<file path="config.mk">
export PLATFORM = sky130hd
export DESIGN_NAME = epr_front
export DESIGN_NICKNAME = d
export VERILOG_FILES = /design/src/hw/rtl/epr_pkg.sv /design/src/hw/rtl/epr_front.sv
export SDC_FILE = /design/constraint.sdc
export NUM_CORES = 1
export LEC_CHECK = 0
export BUFFER_PORTS_ARGS = -buffer_cell sky130_fd_sc_hd__buf_2
export CAP_MARGIN = 20
export CORE_MARGIN = 3
export CORE_UTILIZATION = 49
export DETAILED_ROUTE_END_ITERATION = 10
export MAX_ROUTING_LAYER = met4
export PLACE_DENSITY = 0.72
export SLEW_MARGIN = 10
export SYNTH_ARGS = -nofsm -noshare
export SYNTH_HDL_FRONTEND = slang
export SYNTH_SLANG_ARGS = --single-unit
</file>
<file path="constraint.sdc">
create_clock -name clk -period 10.15 [get_ports clk]
set_clock_uncertainty 0.05 [all_clocks]
set_input_delay 1.015 -clock clk [delete_from_list [all_inputs] [get_ports clk]]
set_output_delay 1.015 -clock clk [all_outputs]
set_load 0.02 [all_outputs]
</file>
<file path="src/hw/rtl/epr_pkg.sv">
// ----------------------------------------------------------------------------
// epr_pkg: shared types and constants of the Euler pose to matrix block
// CORDIC arctangent table and the pose record passed from front to back.
// ----------------------------------------------------------------------------
package epr_pkg;

	localparam int ANG_W = 16;
	localparam int SHF_W = 32;
	localparam int QTR   = 16384;
	localparam int ONE_Q14 = 16384;
	localparam longint CORDIC_GAIN_Q30 = 64'd652032874;

	typedef struct packed {
		logic signed [ANG_W-1:0] ax;
		logic signed [ANG_W-1:0] ay;
		logic signed [ANG_W-1:0] az;
		logic [SHF_W-1:0]        tx;
		logic [SHF_W-1:0]        ty;
		logic [SHF_W-1:0]        tz;
	} pose_t;

	function automatic logic [31:0] atan_turn(input int i);
		logic [31:0] t;
		unique case (i)
			0: t = 32'h20000000;  1: t = 32'h12E4051E;  2: t = 32'h09FB385B;
			3: t = 32'h051111D4;  4: t = 32'h028B0D43;  5: t = 32'h0145D7E1;
			6: t = 32'h00A2F61E;  7: t = 32'h00517C55;  8: t = 32'h0028BE53;
			9: t = 32'h00145F2F;  10: t = 32'h000A2F98; 11: t = 32'h000517CC;
			12: t = 32'h00028BE6; 13: t = 32'h000145F3; 14: t = 32'h0000A2FA;
			15: t = 32'h0000517D; 16: t = 32'h000028BE; 17: t = 32'h0000145F;
			18: t = 32'h00000A30; 19: t = 32'h00000518; 20: t = 32'h0000028C;
			21: t = 32'h00000146; 22: t = 32'h000000A3; 23: t = 32'h00000051;
			default: t = 32'h0;
		endcase
		return t;
	endfunction

endpackage

</file>
<file path="src/hw/rtl/epr_front.sv">
// ----------------------------------------------------------------------------
// epr_front: pose intake and queue
// Registers incoming pose beats into a two-entry queue for the back end.
// ----------------------------------------------------------------------------
module epr_front (
	input  logic             clk,
	input  logic             arst_n,
	input  logic             in_valid,
	output logic             in_ready,
	input  epr_pkg::pose_t   in_pose,
	output logic             q_valid,
	input  logic             q_ready,
	output epr_pkg::pose_t   q_pose
);
	epr_pkg::pose_t mem_q [2];
	logic       wp_q, rp_q;
	logic [1:0] cnt_q;
	logic       push, pop;

	assign in_ready = (cnt_q != 2'd2);
	assign q_valid  = (cnt_q != 2'd0);
	assign push     = in_valid && in_ready;
	assign pop      = q_valid && q_ready;
	assign q_pose   = mem_q[rp_q];

	always_ff @(posedge clk) begin
		if (push) mem_q[wp_q] <= in_pose;
	end

	always_ff @(posedge clk or negedge arst_n) begin
		if (!arst_n) begin
			wp_q <= 1'b0; rp_q <= 1'b0; cnt_q <= 2'd0;
		end else begin
			if (push) wp_q <= ~wp_q;
			if (pop) rp_q <= ~rp_q;
			cnt_q <= cnt_q + {1'b0, push} - {1'b0, pop};
		end
	end

`ifndef SYNTHESIS
	a_cnt: assert property (@(posedge clk) disable iff (!arst_n) cnt_q != 2'd3)
		else $error("queue count overflow");
	a_full: assert property (@(posedge clk) disable iff (!arst_n)
		(cnt_q == 2'd2 && !pop) |=> cnt_q == 2'd2) else $error("queue lost entry");
	a_empty: assert property (@(posedge clk) disable iff (!arst_n)
		(cnt_q == 2'd0) |-> !pop) else $error("pop on empty");
`endif
endmodule

</file>
==> results of run 1 <==
## flip-flops by register name, summed over array words and instances (netlist names)
signal  cells
cnt_q       2
mem_q     288
rp_q        1
wp_q        1
## logic make-up after synthesis
| group | share of synthesized area [%] |
|---|---|
| xor+xnor | 0.325 |
| fa+ha+maj | 0.232 |
| flops | 81.2 |
| buf+inv | 1.18 |
| simple gates | 0.302 |
| mux | 16.8 |
## power groups by stage
stage               logic [mW]  registers [mW]  clock network [mW]
finish                    1.37            1.74                1.03
global route              1.46            1.76                1.11
CTS                       1.34            1.79                1.06
detailed placement        1.33            1.81                   0
global placement          1.31            1.79                   0
floorplan                 1.00            1.77                   0
## worst max-delay path, stage by stage (launching register included)
cell,delay [ns]
dfrtp_4,0.65
buf_4,0.82
mux2_2,0.43
buf_2,0.16
## layer usage
layer | up-vias | wire [µm]
met5 | - | 0
met4 | 0 | 539
met3 | 41 | 1980
met2 | 270 | 10200
met1 | 2668 | 8160
li1 | 2492 | -
## worst max path at each step
stage / endpoint / depth (start not counted) / from
2_1_floorplan: mem_q[0][0] / 2 / in_valid
3_3_place_gp: q_pose[16] / 3 / rp_q
3_5_place_dp: q_pose[16] / 3 / rp_q
4_1_cts: q_pose[16] / 3 / rp_q
5_1_grt: q_pose[73] / 3 / rp_q
6_report: q_pose[80] / 3 / rp_q
## cell type report
class | count | area, µm² | share of cell area (%)
inverters | 1 | 3.75 | 0.0278
clock buffers | 31 | 733 | 5.43
multi-input cells | 156 | 1910 | 14.2
flip-flops and latches | 292 | 8750 | 64.8
repair buffers | 298 | 1520 | 11.3
diodes | 7 | 17.5 | 0.130
clock inverters | 21 | 209 | 1.55
well taps | 275 | 344 | 2.55
## through the flow
stage	utilization, %	hold slack, ns	setup WS, ns
floorplan	-	0.411	2.36
global placement	58.8	0.445	6.34
detailed placement	58.8	0.481	6.27
CTS	63.2	0.218	5.70
global route	63.4	0.217	6.25
finish	63.4	0.241	6.38
## cell usage in the layout, fill, tap and decap left out, types with 4 or more instances in the layout
cell type,n
buf_2,293
edfxtp_1,288
mux2_2,94
mux2_4,50
clkbuf_16,29
diode_2,7
clkinv_2,7
clkinv_1,6
bufinv_16,4
buf_4,4
==> results.tsv, run 1 <==
stage	metric	value	unit
run_status	status	complete, no violations	
sta	setup_viol	0	
pwr	swShare	31.6	%
die	die_area	23800	µm²
global_routing	overflow	0	
global_routing	grtUsageMet3	5.37	%
pwr	clockPowerShare	25.0	%
die	die_h	154	µm
yosys	synth_top_area_share	80.2	%
sta	max_freq	266	MHz
clock_tree	cts.sinks	292	
yosys	yosys-top-cells-area	edfxtp_1 80%, mux2_2 9.8%, mux2_4 7.0%	
sta	drv_slew	0	
die	fp.dieW	154	µm
pwr	powerDensity	307	nW/µm²
layout	final_cells	1081	
worst_setup_path	ff2ff_path_depth	3	
global_routing	grt_max_degree	77	
worst_setup_path	reg2reg_slack	7.35	ns
sta	worstMarginPinSlew	1.08	ns
drt	num_vias	5471	
placed_design	post_dp_cell_area	12500	µm²
sta	rsz0062_at_grt	no	
job	max_cap_viol_count	0	
worst_setup_path	r2r-end	mem_q[1][57]	
yosys	avgSynthCellArea	23.2	µm²
drt	firstDrtPassIters	6	
pwr	finalPower	4.14	mW
layout	drive_gt1_share	61.3	%
drt	post_drt_wl_per_cell	19.3	µm
yosys	synth_largest_area_cell	edfxtp_1	
placed_design	dp_hpwl	14.0	mm
drt	first_iter_violations	265	
yosys	yosys-top-cells-count	288 x edfxtp_1, 94 x mux2_2, 50 x mux2_4	
pwr	pwr-share-comb	33.1	%
sta	hold_viol_final	0	
pwr	internal_power	2.83	mW
clock_tree	post_cts_buffers	0	
clock_tree	cts-buffers-inserted	29	
layout	design_area	13500	µm²
global_routing	grt_use_met2	28.3	%
yosys	async_reset_ff_share	1.37	%
worst_hold_path	min_path_type	in2async	
sta	tns	0	ns
clock_tree	clkLatencyLatePin	0.52	ns
drt	drc	0	
layout	fill_cells	1492	
yosys	ys_types	16	
clock_tree	ctsResizeCount	0	
pwr	p_seq_share	41.9	%
yosys	ys_seq_area_share	81.2	%
global_routing	antenna_found_initial	6	
sta	post-route-min-period	3.77	ns
die	rows	53	
clock_tree	cts_tree	built	
global_routing	grt_pass1_vias	5870	
worst_setup_path	worst-path-max-fanout	70	
yosys	synth_nets	615	
yosys	synth.most_common_cell	edfxtp_1	
yosys	syn-cell-area	10800	µm²
clock_tree	cts_buffer_depth	3	
worst_setup_path	critPathArrivalTime	2.70	ns
global_routing	globalRouteTotalUtil	17.3	%
yosys	ys.flop_type	edfxtp_1	
worst_setup_path	critPathCaptureType	output port	
pwr	peakVddDrop	0.000237	V
clock_tree	cts_root_buffer	clkbuf_16	
placed_design	dp_cells	1021	
drt	viasPerCell	5.06	
worst_setup_path	criticalPathCategory	reg2out	
drt	wl	20.8	mm
global_routing	top_usage_layer	met2	
placed_design	numPortBuffers	293	
sta	fin_crit_sh	37.1	%
pwr	leakage	5.19	nW
pwr	p_switching	1.31	mW
worst_setup_path	rr_startpoint	cnt_q[1]	
placed_design	gp_congestion	0.834	
drt	ant_nets	0	
clock_tree	cts.clk_slew.worst_paths	0.06	ns
yosys	ys_ff_latch	292	
die	core-area	21300	µm²
global_routing	grt_pass1_wl	31.5	mm
die	io_pins	294	
sta	relSlewSlack	27.7	%
worst_setup_path	start_kind	register	
worst_setup_path	cp.required	9.09	ns
layout	nets	928	
yosys	postSynthCellCount	465	
clock_tree	h-tree-depth	1	
die	start_util	50.6	%
global_routing	grt_use_met1	20.8	%
yosys	synth-edff-count	288	
yosys	ys_warn_count	0	
clock_tree	cts_hold_buf	0	
layout	area_growth	25.2	%
Note: power is estimated with default switching activity, not from simulation.
==> run 2: changes to the inputs <==
--- a/config.mk
+++ b/config.mk
@@ -8,10 +8,10 @@
 export BUFFER_PORTS_ARGS = -buffer_cell sky130_fd_sc_hd__buf_2
 export CAP_MARGIN = 20
 export CORE_MARGIN = 3
-export CORE_UTILIZATION = 49
+export CORE_UTILIZATION = 47
 export DETAILED_ROUTE_END_ITERATION = 10
 export MAX_ROUTING_LAYER = met4
-export PLACE_DENSITY = 0.72
+export PLACE_DENSITY = 0.73
 export SLEW_MARGIN = 10
 export SYNTH_ARGS = -nofsm -noshare
 export SYNTH_HDL_FRONTEND = slang
==> constraint.sdc (replaced) <==
create_clock -name clk -period 3.24 [get_ports clk]
set_clock_uncertainty 0.05 [all_clocks]
set_input_delay 0.324 -clock clk [delete_from_list [all_inputs] [get_ports clk]]
set_output_delay 0.324 -clock clk [all_outputs]
set_load 0.02 [all_outputs]
==> run 2 against run 1 <==
Total power grew to 3.3 times the previous value. Core utilization is 4.9 points higher. First-iteration DRC count is 17% higher. Critical endpoint is now q_pose[22].
==> results.tsv, run 2 (synthesis results as in run 1) <==
stage	metric	value	unit	change
drt	viasPerCell	4.90		-3.1%
global_routing	antenna_found_initial	1		-5
placed_design	place_ws	1.33	ns	-4.93 ns
worst_setup_path	slowest_delay	0.44	ns	-0.38 ns
worst_setup_path	criticalPathCategory	reg2out		
worst_setup_path	critPathArrivalTime	2.00	ns	-0.70 ns
clock_tree	cts.sinks	292		unchanged
global_routing	grt_pass1_wl	35.5	mm	+13%
die	die_area	24800	µm²	+4.1%
placed_design	numPortBuffers	293		unchanged
clock_tree	clkLatencyLatePin	0.53	ns	about the same
drt	num_vias	6047		+11%
clock_tree	cts_tree	built		
sta	setup_viol	0		unchanged
die	io_pins	294		unchanged
layout	area_growth	40.5	%	
layout	multiInputGateArea	1930	µm²	+0.78%
layout	drive_gt1_share	52.5	%	-8.8 points
sta	hold_viol_final	0		unchanged
die	core-area	22200	µm²	+4.1%
drt	firstDrtPassIters	4		-2
global_routing	globalRouteTotalUtil	18.9	%	+1.6 points
worst_setup_path	cpMaxStageDelayCell	dfrtp_4		
worst_setup_path	cp.required	2.87	ns	-6.22 ns
sta	fin_crit_sh	73.3	%	
worst_setup_path	critPathCaptureType	output port		
layout	mostFrequentLayoutCells	293 x buf_2, 288 x edfxtp_1, 145 x dlygate4sd3_1		
sta	setup_ws	0.864	ns	-5.52 ns
die	fp.dieW	157	µm	+2.0%
layout	reg_top3	mem_q: 288 flops, cnt_q: 2 flops		
drt	wl	23.3	mm	+12%
pwr	leakage	5.90	nW	+14%
sta	max_freq	421	MHz	
layout	final_util	68.3	%	+4.9 points
layout	largest_reg_flops	288		unchanged
clock_tree	cts.clk_slew.worst_paths	0.06	ns	about the same
clock_tree	cts-buffers-inserted	30		+3.4%
job	max_cap_viol_count	0		unchanged
die	start_util	48.6	%	-2.0 points
pwr	powerDensity	897	nW/µm²	+190%
layout	final_cells	1233		+14%
drt	drc	0		unchanged
layout	top_register	mem_q		
drt	post_drt_wl_per_cell	18.9	µm	-2.0%
sta	tns	0	ns	unchanged
drt	first_iter_violations	309		+17%
sta	post-route-min-period	2.38	ns	
sta	rsz0062_at_grt	no		
worst_setup_path	path_cells	buf_12 > mux2_2 > buf_2		
worst_setup_path	worst-path-max-fanout	82		+17%
run_status	status	complete, no violations		
placed_design	dp_hpwl	14.0	mm	-0.20%
clock_tree	cts_buffer_depth	3		unchanged
global_routing	overflow	0		unchanged
clock_tree	h-tree-depth	1		unchanged
sta	worstMarginPinSlew	0.800	ns	-0.285 ns
clock_tree	cts_root_buffer	clkbuf_16		
placed_design	dp_cells	1031		+0.98%
die	rows	54		+1.9%
sta	relSlewSlack	46.7	%	+19 points
sta	drv_slew	0		unchanged
placed_design	gp_congestion	0.788		-5.5%
layout	final_common_cell	buf_2		
layout	nets	1078		+16%
clock_tree	post_cts_buffers	0		unchanged
layout	fill_cells	1399		-6.2%
global_routing	grt_pass1_vias	6731		+15%
global_routing	grt_max_degree	86		+12%
drt	ant_nets	0		unchanged
die	die_h	157	µm	+2.0%
pwr	peakVddDrop	0.000855	V	+260%
layout	seq_area	8750	µm²	unchanged
worst_hold_path	min_path_type	in2reg		
pwr	finalPower	13.6	mW	+230%
worst_setup_path	start_kind	register		
-- run 2: cell types whose count changed in the layout (fill, tap and decap cells not counted), sizes merged --
cell / change
buf: +4
clkinv: -2
clkinvlp: -2
bufinv: +2
diode: -6
dlygate4sd3: +145
clkbuf: +6
-- run 2: what timing repair did --
item	4_1_cts	5_1_grt
setup endpoints to repair	0	0
hold buffers	145	0
endpoints found under the hold margin	292	0
gates resized for setup	0	0
-- run 2: through the flow --
stage	hold WS [ns]	instance area (µm²)
floorplan	-0.0216	10800
CTS	0.0306	15100
detailed placement	0.0881	12600
global route	0.0728	15100
global placement	0.0827	12600
finish	0.0717	15100
-- run 2: path summary, 6_finish.rpt --
kind | from | end | slack, ns | depth (start not counted)
min in group asynchronous | arst_n | cnt_q[0] | 0.10 | 2
max in group asynchronous | arst_n | rp_q | 2.89 | 2
hold reg to reg | cnt_q[0] | cnt_q[0] | 0.48 | 1
setup / recovery | rp_q | q_pose[22] | 0.86 | 3
setup reg to reg | cnt_q[1] | cnt_q[1] | 1.36 | 7
hold / removal | in_valid | wp_q | 0.07 | 3
-- run 2: critical path: cells and delay by family (launching register included) --
kind | cells | cell delay, ns
buffers and inverters | 2 | 0.48
DFF | 1 | 0.44
muxes | 1 | 0.41
-- run 2: layer usage --
layer / up-vias / wire, µm / share of wire, % / track usage [%]
met1: 2931 / 9000 / 39 / 22.1
met3: 42 / 1780 / 7.7 / 4.62
li1: 2795 / - / - / -
met2: 279 / 12000 / 52 / 32.8
met4: 0 / 515 / 2.2 / 5.12
met5: - / 0 / 0 / -
-- run 2: final cells by class --
class                   count  area share, %
diodes                      1         0.0165
clock buffers              37           5.27
clock inverters            19           1.64
inverters                   1         0.0248
multi-input cells         156           12.7
flip-flops and latches    292           57.8
well taps                 280           2.31
repair buffers            447           20.2
-- run 2: where the power goes --
| part | internal, mW | switching (mW) | leakage (nW) |
|---|---|---|---|
| registers | 5.17 | 0.216 | 2.72 |
| logic | 1.92 | 2.70 | 2.66 |
| clock network | 2.22 | 1.36 | 0.517 |
| total | 9.31 | 4.28 | 5.90 |
==> run 3: changes to the inputs <==
--- a/config.mk
+++ b/config.mk
@@ -8,10 +8,10 @@
 export BUFFER_PORTS_ARGS = -buffer_cell sky130_fd_sc_hd__buf_2
 export CAP_MARGIN = 20
 export CORE_MARGIN = 3
-export CORE_UTILIZATION = 47
+export CORE_UTILIZATION = 49
 export DETAILED_ROUTE_END_ITERATION = 10
 export MAX_ROUTING_LAYER = met4
-export PLACE_DENSITY = 0.73
+export PLACE_DENSITY = 0.72
 export SLEW_MARGIN = 10
 export SYNTH_ARGS = -nofsm -noshare
 export SYNTH_HDL_FRONTEND = slang
==> constraint.sdc (replaced) <==
create_clock -name clk -period 2.2 [get_ports clk]
set_clock_uncertainty 0.05 [all_clocks]
set_input_delay 0.22 -clock clk [delete_from_list [all_inputs] [get_ports clk]]
set_output_delay 0.22 -clock clk [all_outputs]
set_load 0.02 [all_outputs]
==> run 3 against run 2 <==
Final area shrank 0.31%. Sequential power grew 47%. Core utilization grew 2.6 points.
==> results.tsv, run 3 (synthesis results as in run 1) <==
stage	metric	value	unit	change
sta	rsz0062_at_grt	no		
clock_tree	cts_buffer_depth	3		unchanged
pwr	leakage	5.86	nW	-0.69%
drt	drc	0		unchanged
die	die_area	23800	µm²	-3.9%
sta	fin_hold_ws	0.367	ns	+0.296 ns
clock_tree	cts_tree	built		
clock_tree	cts.sinks	292		unchanged
layout	nets	1087		+0.83%
worst_setup_path	r2r-end	cnt_q[1]		
sta	setup_viol	0		unchanged
sta	hold_viol_final	0		unchanged
die	fp.dieW	154	µm	-2.0%
clock_tree	clkLatencyLatePin	0.52	ns	about the same
layout	reg_top3	mem_q: 288 flops, cnt_q: 2 flops		
layout	drive_gt1_share	51.6	%	-0.96 points
layout	final_common_cell	buf_2		
drt	num_vias	6097		+0.83%
pwr	peakVddDrop	0.000911	V	+6.5%
sta	drv_slew	0		unchanged
pwr	pwr-share-comb	36.5	%	+2.5 points
placed_design	gp_congestion	0.771		-2.2%
layout	final_util	70.9	%	+2.6 points
drt	ant_nets	0		unchanged
worst_setup_path	cp.required	1.93	ns	-0.94 ns
global_routing	grt_max_degree	73		-15%
global_routing	top_usage_layer	met2		
worst_setup_path	worstSetupEndpoint	q_pose[40]		
drt	first_iter_violations	338		+9.4%
clock_tree	cts.clk_slew.worst_paths	0.06	ns	about the same
placed_design	numPortBuffers	293		unchanged
global_routing	grtUsageMet3	5.15	%	+0.53 points
worst_hold_path	min_path_type	in2reg		
worst_setup_path	critPathCaptureType	output port		
worst_setup_path	ff2ff_path_depth	7		unchanged
global_routing	grt_pass1_vias	6783		+0.77%
die	die_h	154	µm	-2.0%
drt	wl	23.4	mm	+0.61%
sta	relSlewSlack	71.3	%	+25 points
global_routing	globalRouteTotalUtil	19.8	%	+0.91 points
die	start_util	50.6	%	+2.0 points
pwr	swShare	32.2	%	+0.75 points
run_status	status	complete, no violations		
layout	mostFrequentLayoutCells	293 x buf_2, 288 x edfxtp_1, 148 x dlygate4sd3_1		
sta	max_freq	471	MHz	
pwr	clockPowerShare	22.8	%	-3.6 points
global_routing	grt_pass1_wl	36.3	mm	+2.3%
drt	viasPerCell	4.94		+0.75%
layout	area_growth	40.1	%	
placed_design	dp_hpwl	14.6	mm	+4.0%
pwr	p_switching	6.26	mW	+46%
pwr	internal_power	13.2	mW	+42%
die	io_pins	294		unchanged
sta	fin_crit_sh	96.6	%	
clock_tree	h-tree-depth	1		unchanged
worst_setup_path	criticalPathCategory	reg2out		
worst_setup_path	reg2reg_slack	0.32	ns	-1.04 ns
sta	post-route-min-period	2.12	ns	
global_routing	grt_use_met2	33.2	%	+0.32 points
global_routing	antenna_found_initial	1		unchanged
global_routing	grt_use_met1	23.8	%	+1.7 points
worst_setup_path	cp-startpoint	rp_q		
layout	top_register	mem_q		
clock_tree	cts-buffers-inserted	29		-3.3%
worst_setup_path	rr_startpoint	cnt_q[1]		
die	core-area	21300	µm²	-3.9%
sta	worstMarginPinSlew	0.431	ns	-0.369 ns
layout	largest_reg_flops	288		unchanged
layout	fill_cells	1251		-11%
die	rows	53		-1.9%
pwr	powerDensity	1290	nW/µm²	+44%
clock_tree	cts_root_buffer	clkbuf_16		
drt	post_drt_wl_per_cell	19.0	µm	+0.53%
worst_setup_path	worst-path-max-fanout	26		-68%
drt	firstDrtPassIters	4		unchanged
worst_setup_path	critPathArrivalTime	1.85	ns	-0.15 ns
global_routing	overflow	0		unchanged
job	max_cap_viol_count	0		unchanged
worst_setup_path	start_kind	register		
pwr	p_seq_share	40.7	%	+1.1 points
==> run 3: cell count changes in the layout (fill, tap and decap cells not counted), moves of 2 or more <==
cell           change
clkinv_2           -8
buf_12             +5
bufinv_16          -5
clkinv_1           +5
clkbuf_1           +4
dlygate4sd3_1      +3
clkbuf_16          -2
clkinvlp_4         +2
==> run 3: per-stage QoR <==
stage                     area, µm²  std cells  power [mW]  worst slack [ns]  TNS [ns]
after CTS                     15100       1231        19.5           0.00136         0
after global placement        12700       1028        14.6             0.387         0
after global routing          15100       1234        20.3            0.0129         0
after detailed placement      12700       1028        14.8             0.356         0
final                         15100       1234        19.4            0.0752         0
after floorplan               10800        465        12.7             -1.01   -239.05
==> run 3: how the worst min path moves through the flow <==
stage	endpoint	start	cells past startpoint
after floorplan	cnt_q[0]	arst_n	0
after global placement	cnt_q[0]	arst_n	1
after detailed placement	cnt_q[1]	arst_n	1
after CTS	mem_q[0][14]	in_pose[14]	2
after global routing	mem_q[0][99]	in_pose[99]	2
final	mem_q[0][64]	in_pose[64]	2
==> run 3: layer usage <==
metal,up-vias,part of all wire (%)
met1,2979,39
met4,0,2.6
met3,55,8.3
met2,265,50
li1,2798,-
met5,-,0
==> run 3: critical path, cell delays in order, from the launching register on <==
cell	delay, ns
dfrtp_4	0.43
buf_12	0.14
buf_12	0.22
mux2_2	0.36
buf_2	0.16
==> run 3: what timing repair did <==
item	in CTS	in global routing
endpoints found under the hold margin	294	0
setup endpoints to repair	125	28
hold buffers	148	0
buffers inserted	3	2
gates resized for setup	1	0
gates cloned	0	0
==> run 3: layout make-up <==
type / count / area [µm²] / area share [%]
sequential: 292 / 8750 / 58.0
timing repair buffer: 457 / 3210 / 21.2
multi-input combinational: 156 / 1930 / 12.8
clock buffer: 39 / 763 / 5.06
tap: 275 / 344 / 2.28
clock inverter: 13 / 92.6 / 0.613
inverter: 1 / 3.75 / 0.0249
antenna: 1 / 2.50 / 0.0166
==> run 3: power groups by stage <==
stage               Combinational (mW)  Sequential, mW  Clock (mW)
detailed placement                6.68            8.13           0
CTS                               7.04            7.96        4.53
finish                            7.09            7.91        4.44
global route                      7.51            8.02        4.79
global placement                  6.57            8.04           0
floorplan                         4.66            7.99           0
